### config.mk
export PLATFORM = sky130hd
export DESIGN_NAME = midpoint_ellipse_raster_core
export DESIGN_NICKNAME = d
export VERILOG_FILES = /design/src/rtl/mer_pkg.sv /design/src/rtl/mer_ctrl.sv /design/src/rtl/mer_dpath.sv /design/src/rtl/midpoint_ellipse_raster_core.sv
export SDC_FILE = /design/constraint.sdc
export NUM_CORES = 2
export LEC_CHECK = 0
export BUFFER_PORTS_ARGS = -buffer_cell sky130_fd_sc_hd__buf_2
export CAP_MARGIN = 15
export CORE_MARGIN = 10
export CORE_UTILIZATION = 40
export CTS_CLUSTER_DIAMETER = 80
export DETAILED_ROUTE_END_ITERATION = 8
export REMOVE_ABC_BUFFERS = 1
export SLEW_MARGIN = 10
export SYNTH_ARGS = -nofsm -noshare
export SYNTH_HDL_FRONTEND = slang
export SYNTH_HIERARCHICAL = 1
export SYNTH_SLANG_ARGS = --single-unit
### constraint.sdc
create_clock -name clk_i -period 21 [get_ports clk_i]
set_clock_uncertainty 0.2 [all_clocks]
set_input_delay 1.05 -clock clk_i [delete_from_list [all_inputs] [get_ports clk_i]]
set_output_delay 1.05 -clock clk_i [all_outputs]
set_load 0.01 [all_outputs]
### src/rtl/mer_pkg.sv
package mer_pkg;

  localparam int COORD_BITS_DEF = 11;
  localparam int AXIS_BITS_DEF  = 10;
  // decision value wraps at this width whatever the axis and coordinate widths
  localparam int DEC_BITS       = 36;

  typedef enum logic [1:0] {
    MUL_LOAD,   // a*a, b*b from the incoming word
    MUL_STEP,   // b^2*x, a^2*y
    MUL_INIT1,  // a^2*b for the region 1 start value
    MUL_INIT2   // b^2*a for the region 2 start value
  } mul_sel_e;

  typedef enum logic [2:0] {
    UPD_NONE,
    UPD_SQ,
    UPD_R1,
    UPD_STEP,
    UPD_R2
  } upd_e;

  typedef struct packed {
    logic     mul_en;
    mul_sel_e mul_sel;
    logic     cap_en;
    upd_e     upd;
    logic     in_r2;
    logic     emit_en;
    logic     emit_plot;
    logic     emit_done;
  } mer_cmd_t;

  typedef struct packed {
    logic out_free;
    logic go;
  } mer_sts_t;

endpackage

### src/rtl/mer_ctrl.sv
module mer_ctrl (
  input  logic              clk_i,
  input  logic              rst_ni,
  input  logic              in_valid_i,
  input  logic              in_mode_i,
  output logic              in_ready_o,
  input  mer_pkg::mer_sts_t sts_i,
  output mer_pkg::mer_cmd_t cmd_o
);

  localparam logic [2:0] ST_WAIT     = 3'd0;
  localparam logic [2:0] ST_SQ_WR    = 3'd1;
  localparam logic [2:0] ST_IB_MUL   = 3'd2;
  localparam logic [2:0] ST_R1_INIT  = 3'd3;
  localparam logic [2:0] ST_STEP     = 3'd4;
  localparam logic [2:0] ST_R2_INIT  = 3'd5;
  localparam logic [2:0] ST_IDLE_ADV = 3'd6;

  localparam logic [1:0] RG_IDLE = 2'd0;
  localparam logic [1:0] RG_ONE  = 2'd1;
  localparam logic [1:0] RG_TWO  = 2'd2;

  logic [2:0] state_q, state_d;
  logic [1:0] region_q, region_d;

  assign in_ready_o = (state_q == ST_WAIT);

  always_comb begin
    state_d       = state_q;
    region_d      = region_q;
    cmd_o         = '0;
    cmd_o.mul_sel = mer_pkg::MUL_STEP;
    cmd_o.upd     = mer_pkg::UPD_NONE;
    cmd_o.in_r2   = (region_q == RG_TWO);
    case (state_q)
      ST_WAIT: begin
        if (in_valid_i) begin
          cmd_o.mul_en = 1'b1;
          if (!in_mode_i) begin
            cmd_o.mul_sel = mer_pkg::MUL_LOAD;
            cmd_o.cap_en  = 1'b1;
            state_d       = ST_SQ_WR;
          end else if (region_q == RG_ONE || region_q == RG_TWO) begin
            state_d = ST_STEP;
          end else begin
            state_d = ST_IDLE_ADV;
          end
        end
      end
      ST_SQ_WR: begin
        cmd_o.upd = mer_pkg::UPD_SQ;
        state_d   = ST_IB_MUL;
      end
      ST_IB_MUL: begin
        cmd_o.mul_en  = 1'b1;
        cmd_o.mul_sel = mer_pkg::MUL_INIT1;
        state_d       = ST_R1_INIT;
      end
      ST_R1_INIT: begin
        if (sts_i.out_free) begin
          cmd_o.upd     = mer_pkg::UPD_R1;
          cmd_o.emit_en = 1'b1;
          region_d      = RG_ONE;
          state_d       = ST_WAIT;
        end
      end
      ST_STEP: begin
        if (sts_i.out_free) begin
          if (sts_i.go) begin
            cmd_o.upd       = mer_pkg::UPD_STEP;
            cmd_o.emit_en   = 1'b1;
            cmd_o.emit_plot = 1'b1;
            state_d         = ST_WAIT;
          end else if (region_q == RG_ONE) begin
            // region 1 exhausted: restart at (a,0)
            cmd_o.mul_en  = 1'b1;
            cmd_o.mul_sel = mer_pkg::MUL_INIT2;
            state_d       = ST_R2_INIT;
          end else begin
            cmd_o.emit_en   = 1'b1;
            cmd_o.emit_done = 1'b1;
            region_d        = RG_IDLE;
            state_d         = ST_WAIT;
          end
        end
      end
      ST_R2_INIT: begin
        if (sts_i.out_free) begin
          cmd_o.upd     = mer_pkg::UPD_R2;
          cmd_o.emit_en = 1'b1;
          region_d      = RG_TWO;
          state_d       = ST_WAIT;
        end
      end
      ST_IDLE_ADV: begin
        if (sts_i.out_free) begin
          cmd_o.emit_en   = 1'b1;
          cmd_o.emit_done = 1'b1;
          region_d        = RG_IDLE;
          state_d         = ST_WAIT;
        end
      end
      default: begin
        state_d  = ST_WAIT;
        region_d = RG_IDLE;
      end
    endcase
  end

  always_ff @(posedge clk_i or negedge rst_ni) begin
    if (!rst_ni) begin
      state_q  <= ST_WAIT;
      region_q <= RG_IDLE;
    end else begin
      state_q  <= state_d;
      region_q <= region_d;
    end
  end

endmodule

### src/rtl/mer_dpath.sv
module mer_dpath #(
  parameter int COORD_BITS = mer_pkg::COORD_BITS_DEF,
  parameter int AXIS_BITS  = mer_pkg::AXIS_BITS_DEF,
  localparam int IN_TW     = ((2 * COORD_BITS + 2 * AXIS_BITS + 7) / 8) * 8,
  localparam int OUT_TW    = ((8 * (COORD_BITS + 2) + 7) / 8) * 8
) (
  input  logic              clk_i,
  input  logic              rst_ni,
  input  logic [IN_TW-1:0]  in_data_i,
  input  mer_pkg::mer_cmd_t cmd_i,
  output mer_pkg::mer_sts_t sts_o,
  output logic              out_valid_o,
  input  logic              out_ready_i,
  output logic [OUT_TW-1:0] out_data_o,
  output logic [1:0]        out_user_o
);

  localparam int CW = COORD_BITS;
  localparam int AW = AXIS_BITS;
  localparam int SW = 2 * AW;
  localparam int BW = ((AW > CW) ? AW : CW) + 1;
  localparam int PW = SW + 1 + BW;
  localparam int DW = mer_pkg::DEC_BITS;
  localparam int OW = CW + 2;

  logic [CW-1:0] in_cx, in_cy;
  logic [AW-1:0] in_a, in_b;

  assign in_cx = in_data_i[CW-1:0];
  assign in_cy = in_data_i[2*CW-1:CW];
  assign in_a  = in_data_i[2*CW+AW-1:2*CW];
  assign in_b  = in_data_i[2*CW+2*AW-1:2*CW+AW];

  logic [CW-1:0] hcx_q, hcy_q;
  logic [AW-1:0] ha_q, hb_q;
  logic [SW-1:0] aa_q, aa_d, bb_q, bb_d;
  logic [CW-1:0] x_q, x_d, y_q, y_d;
  logic [DW-1:0] d_q, d_d;

  // two multipliers, products registered before use
  logic [SW-1:0]        opa0, opa1;
  logic signed [BW-1:0] opb0, opb1;
  logic signed [PW-1:0] p0_q, p0_d, p1_q, p1_d;

  always_comb begin
    opa0 = '0;
    opb0 = '0;
    opa1 = '0;
    opb1 = '0;
    case (cmd_i.mul_sel)
      mer_pkg::MUL_LOAD: begin
        opa0 = SW'(in_a);
        opb0 = $signed(BW'(in_a));
        opa1 = SW'(in_b);
        opb1 = $signed(BW'(in_b));
      end
      mer_pkg::MUL_STEP: begin
        opa0 = bb_q;
        opb0 = BW'($signed(x_q));
        opa1 = aa_q;
        opb1 = BW'($signed(y_q));
      end
      mer_pkg::MUL_INIT1: begin
        opa0 = aa_q;
        opb0 = $signed(BW'(hb_q));
      end
      mer_pkg::MUL_INIT2: begin
        opa0 = bb_q;
        opb0 = $signed(BW'(ha_q));
      end
      default: begin
        opa0 = '0;
      end
    endcase
  end

  assign p0_d = $signed({1'b0, opa0}) * opb0;
  assign p1_d = $signed({1'b0, opa1}) * opb1;

  // loop tests: exact compares on the full products
  logic zero_ax, go;
  assign zero_ax = (aa_q == '0) && (bb_q == '0) && (x_q != '0);
  assign go      = cmd_i.in_r2 ? (p0_q > p1_q) : ((p0_q <= p1_q) && !zero_ax);

  // decision arithmetic modulo 2^DW
  logic [DW-1:0] aa_w, bb_w, px_w, py_w;
  logic [DW-1:0] r1_base, r1_ext, r2_base, r2_ext, init1, init2, step_d;
  logic          d_pos, d_gt;

  assign aa_w = DW'(aa_q);
  assign bb_w = DW'(bb_q);
  assign px_w = DW'(p0_q);
  assign py_w = DW'(p1_q);

  assign r1_base = (px_w << 2) + (bb_w << 2) + (bb_w << 1);
  assign r1_ext  = (aa_w << 2) - (py_w << 2);
  assign r2_base = (py_w << 2) + (aa_w << 2) + (aa_w << 1);
  assign r2_ext  = (bb_w << 2) - (px_w << 2);
  assign init1   = (bb_w << 1) + aa_w - (px_w << 1);
  assign init2   = (aa_w << 1) + bb_w - (px_w << 1);

  assign d_pos  = !d_q[DW-1];
  assign d_gt   = d_pos && (d_q != '0);
  assign step_d = cmd_i.in_r2 ? (d_q + r2_base + (d_gt ? r2_ext : '0))
                              : (d_q + r1_base + (d_pos ? r1_ext : '0));

  always_comb begin
    aa_d = aa_q;
    bb_d = bb_q;
    x_d  = x_q;
    y_d  = y_q;
    d_d  = d_q;
    case (cmd_i.upd)
      mer_pkg::UPD_SQ: begin
        aa_d = p0_q[SW-1:0];
        bb_d = p1_q[SW-1:0];
      end
      mer_pkg::UPD_R1: begin
        x_d = '0;
        y_d = CW'(hb_q);
        d_d = init1;
      end
      mer_pkg::UPD_STEP: begin
        d_d = step_d;
        if (cmd_i.in_r2) begin
          y_d = y_q + CW'(1);
          if (d_gt) x_d = x_q - CW'(1);
        end else begin
          x_d = x_q + CW'(1);
          if (d_pos) y_d = y_q - CW'(1);
        end
      end
      mer_pkg::UPD_R2: begin
        x_d = CW'(ha_q);
        y_d = '0;
        d_d = init2;
      end
      default: begin
        d_d = d_q;
      end
    endcase
  end

  always_ff @(posedge clk_i) begin
    if (cmd_i.cap_en) begin
      hcx_q <= in_cx;
      hcy_q <= in_cy;
      ha_q  <= in_a;
      hb_q  <= in_b;
    end
    if (cmd_i.mul_en) begin
      p0_q <= p0_d;
      p1_q <= p1_d;
    end
    aa_q <= aa_d;
    bb_q <= bb_d;
    x_q  <= x_d;
    y_q  <= y_d;
    d_q  <= d_d;
  end

  // four symmetric points
  logic signed [OW-1:0] cx_e, cy_e, x_e, y_e;
  logic [OUT_TW-1:0]    word_d, word_q;
  logic [1:0]           user_q;
  logic                 full_q, full_d;

  assign cx_e = $signed(OW'(hcx_q));
  assign cy_e = $signed(OW'(hcy_q));
  assign x_e  = OW'($signed(x_q));
  assign y_e  = OW'($signed(y_q));

  always_comb begin
    word_d = '0;
    if (cmd_i.emit_plot) begin
      word_d[OW-1:0]      = cx_e + x_e;
      word_d[2*OW-1:OW]   = cy_e + y_e;
      word_d[3*OW-1:2*OW] = cx_e - x_e;
      word_d[4*OW-1:3*OW] = cy_e + y_e;
      word_d[5*OW-1:4*OW] = cx_e + x_e;
      word_d[6*OW-1:5*OW] = cy_e - y_e;
      word_d[7*OW-1:6*OW] = cx_e - x_e;
      word_d[8*OW-1:7*OW] = cy_e - y_e;
    end
  end

  assign sts_o.out_free = !full_q || out_ready_i;
  assign sts_o.go       = go;

  always_comb begin
    full_d = full_q;
    if (cmd_i.emit_en) full_d = 1'b1;
    else if (out_ready_i) full_d = 1'b0;
  end

  always_ff @(posedge clk_i or negedge rst_ni) begin
    if (!rst_ni) begin
      full_q <= 1'b0;
    end else begin
      full_q <= full_d;
    end
  end

  always_ff @(posedge clk_i) begin
    if (cmd_i.emit_en) begin
      word_q <= word_d;
      user_q <= {cmd_i.emit_done, cmd_i.emit_plot};
    end
  end

  assign out_valid_o = full_q;
  assign out_data_o  = word_q;
  assign out_user_o  = user_q;

endmodule

### src/rtl/midpoint_ellipse_raster_core.sv
// channel  dir  tdata (low bit up)                            tuser
// s_axis   in   center_x, center_y, semi_a, semi_b, zero pad  mode (0 start, 1 advance)
// m_axis   out  pp_x, pp_y, mp_x, mp_y, pm_x, pm_y, mm_x, mm_y  pixel_valid, ellipse_done
//
// An advance word is accepted with both products b^2*x and a^2*y, then compared and the
// decision updated. A start word goes through squares, write, a^2*b and load, and a region
// switch through products, step test with b^2*a and load.
// One word is in work at a time; the output register holds one result, so a stalled
// m_axis only holds the core once a second result is ready. Reset is asynchronous.
module midpoint_ellipse_raster_core #(
  parameter int COORD_BITS = mer_pkg::COORD_BITS_DEF,
  parameter int AXIS_BITS  = mer_pkg::AXIS_BITS_DEF,
  localparam int IN_TW     = ((2 * COORD_BITS + 2 * AXIS_BITS + 7) / 8) * 8,
  localparam int OUT_TW    = ((8 * (COORD_BITS + 2) + 7) / 8) * 8
) (
  input  logic              clk_i,
  input  logic              rst_ni,
  input  logic              s_axis_tvalid,
  output logic              s_axis_tready,
  input  logic [IN_TW-1:0]  s_axis_tdata,  // center_x, center_y, semi_a, semi_b
  input  logic              s_axis_tuser,  // mode
  output logic              m_axis_tvalid,
  input  logic              m_axis_tready,
  output logic [OUT_TW-1:0] m_axis_tdata,  // pp_x, pp_y, mp_x, mp_y, pm_x, pm_y, mm_x, mm_y
  output logic [1:0]        m_axis_tuser   // pixel_valid, ellipse_done
);

  mer_pkg::mer_cmd_t cmd;
  mer_pkg::mer_sts_t sts;

  mer_ctrl u_ctrl (
    .clk_i      (clk_i),
    .rst_ni     (rst_ni),
    .in_valid_i (s_axis_tvalid),
    .in_mode_i  (s_axis_tuser),
    .in_ready_o (s_axis_tready),
    .sts_i      (sts),
    .cmd_o      (cmd)
  );

  mer_dpath #(
    .COORD_BITS (COORD_BITS),
    .AXIS_BITS  (AXIS_BITS)
  ) u_dpath (
    .clk_i       (clk_i),
    .rst_ni      (rst_ni),
    .in_data_i   (s_axis_tdata),
    .cmd_i       (cmd),
    .sts_o       (sts),
    .out_valid_o (m_axis_tvalid),
    .out_ready_i (m_axis_tready),
    .out_data_o  (m_axis_tdata),
    .out_user_o  (m_axis_tuser)
  );

endmodule

==> results by group <==
Min path
  • Worst min path class: input port to async pin

Yosys
  • Post-synthesis sequential area ratio: 18.1%
  • Asr flop ratio synth: ~2.3%
  • Largest area contributor in the netlist: fa_1
  • Syn Area/Cell: 9.14 um2
  • Area share of the largest cell type after synthesis: approximately a quarter
  • Top cells by area, synth: fa_1, edfxtp_1, ha_1
  • YS warnings: 6
  • Most common cell in the synthesized netlist: inv_1
  • Yosys reg bits: around 260
  • Synthesized cell area: 43700 um2
  • Top post-synthesis cells by count: inv_1, ha_1, fa_1, nand2_1, nor2_1
  • Post-synth EDFFs: 258
  • Post-synth cell types: 95
  • Gate Count Post-Synth: 4778
  • Main synth FF type: edfxtp_1

Floorplan
  • I/O pins: about 160
  • DIE HEIGHT: between 300 and 400 um
  • Die Width: about 350 um
  • Die area: between 100000 and 150000 um2
  • Row count: 121
  • Core footprint: around 110000 um2
  • Starting Density: between 40% and 50%

Final layout
  • Multi-input logic area: about 32000 um2
  • P&R area growth vs syn: 7.45%
  • Layout cells sized above 1: under 10%
  • Final-layout fill cell count: between 10k and 15k
  • Sequential cell area: between 7000 and 8000 um2
  • Nets: just under 6k

Status
  • Outcome: finished clean

STA
  • Final count of hold timing violations: 0
  • Worst slew margin relative to its limit: 24.6%
  • Achievable clock frequency: around 0.085 GHz
  • Final setup viols: 0
  • Measured slew at the worst slew-check pin: about 1.1 ns
  • Final worst path period share: between 50 and 60%
  • RSZ-0062 raised after global routing: no
  • Final min period: 11.70 ns
  • Max Slew Vio Count: 0
  • Post-Route Setup TNS: 0 ns

Global routing
  • Number of global-route vias before repair: approximately 35k
  • Total GRT Usage: 21.4%
  • Global-route wire length before repair: 205000 um
  • Largest net degree at the start of global routing: 81
  • Global route overflow: 0
  • Initial antenna violation count: 3

Critical path
  • CP startpoint kind: flop
  • CP max stage delay: roughly 0.86 ns
  • Crit path DAT: ~12 ns
  • Max FO, Critical Path: 23
  • R2R setup slack: roughly 9.3 ns
  • Max stage delay cell, worst path: clkinv_1
  • Critical Path RT: approximately 21 ns
  • Worst setup EP type: flop
  • CP Class: flop to flop
  • Critical Path Most Common Cell: fa_1

Routing
  • DR pass1 iterations: 6
  • Vias/cell: about 5.5
  • DR iter-0 viols: approximately 2.8k
  • Wire per inst: roughly 21 um
  • Post-Route WL: 131000 um
  • DRC: 0
  • Vias: 34.6k
  • ANT nets after route: 0

Clocking
  • CTS tree: done
  • CTS Sinks: between 200 and 300
  • CTS H-tree lvls: 2
  • Root Driver: clkbuf_16
  • Hold-fix buffers at CTS: 0
  • Reg clk slew, reported paths: around 0.060 ns
  • Longest Clk Path Bufs: 3
  • Total CTS buffers: 34
  • Post-CTS sizing: 0
  • Postcts setup bufs: 0
  • Worst skew pair latency: 0.58 ns

Place
  • Post-DP HPWL: ~110000 um
  • IO Port Bufs: 154
  • Placer Congestion: about 0.94

Job
  • Max cap viols: 0
==> flip-flops by register name, summed over array words and instances (netlist names) <==
name,flops
u_dpath/out_data_o,50
u_dpath/d_q,36
u_dpath/p0_q,33
u_dpath/p1_q,33
u_dpath/aa_q,20
u_dpath/bb_q,20
u_dpath/hcx_q,11
u_dpath/hcy_q,11
u_dpath/x_q,11
u_dpath/y_q,11
u_dpath/ha_q,10
u_dpath/hb_q,10
u_ctrl/state_q,3
u_ctrl/region_q,2
u_dpath/out_user_o,2
u_dpath/out_valid_o,1
==> per-layer routing <==
| layer | track usage, % | vias to the layer above | wire length, um |
|---|---|---|---|
| li1 | - | 16100 | - |
| met1 | 29.1 | 17200 | 57000 |
| met2 | 35.1 | 1141 | 60100 |
| met3 | 3.04 | 192 | 9420 |
| met4 | 6.53 | 2 | 4170 |
| met5 | 0 | - | 11 |
==> placed cells by master, fill, tap and decap left out, types with 114 or more instances in the layout <==
| master | n |
|---|---|
| edfxtp_1 | 258 |
| o21ai_0 | 114 |
| xnor2_1 | 172 |
| a21oi_1 | 242 |
| fa_1 | 518 |
| nor2_1 | 296 |
| ha_1 | 544 |
| nand2_1 | 517 |
| buf_2 | 154 |
| inv_1 | 693 |
==> path summary, 6_finish.rpt <==
path | to | startpoint | cells after the start
worst max-delay path | u_dpath/p0_q[31] | u_dpath/p0_q[1] | 36
worst min-delay path | u_dpath/out_valid_o | rst_ni | 1
worst max register to register | u_dpath/p0_q[31] | u_dpath/p0_q[1] | 36
worst min register to register | u_ctrl/region_q[1] | u_ctrl/region_q[1] | 1
max in group asynchronous | u_ctrl/region_q[0] | rst_ni | 1
min in group clk_i | u_ctrl/region_q[1] | u_ctrl/region_q[1] | 1
==> area by class of cell <==
cell class                 instances  share of cell area (%)
tap                             1414                    3.77
sequential                       264                    16.8
multi-input combinational       3620                    68.8
clock buffer                      45                    1.99
inverter                         700                    5.60
timing repair buffer             215                    2.62
antenna                            3                  0.0160
clock inverter                    15                   0.392
==> critical path, delay by kind of cell (launching register included) <==
kind                       cells  cell delay [ns]
AOI/OAI and AO/OA             17             3.67
xor gates and xnor gates       1             0.28
adders and majority gates      7             3.01
buffers and inverters          4             1.19
DFF                            1             0.57
muxes                          1             0.53
and+or+nand+nor                6             1.95
==> per-stage QoR <==
stage               util, %  cell area [um2]  instances  hold WS [ns]  setup slack, ns
finish                 43.2            46900       6276        0.0938             9.30
global route           43.2            46900       6274        0.0945             8.81
CTS                    43.1            46900       6271        0.0700             9.28
detailed placement     42.1            45800       6211         0.318             9.37
global placement       42.1            45800       6211         0.308             9.37
floorplan                 -            42700       4584         0.272             8.38
==> cell families (layout without fill, tap and decap cells) <==
family          count (synthesis)  after routing  synth area share, %
simple gates                 1342           1342                 14.5
fa+ha+maj                    1064           1064                 39.4
compound gates                913            913                 13.5
buf+inv                       894            975                 8.24
xor+xnor                      265            265                 5.33
flops                         264            264                 18.1
mux                            36             36                0.905
other cells                     0              3                    0
Power is not shown: default switching activity piles up to over one toggle a cycle in this logic, so the estimate is an artifact.
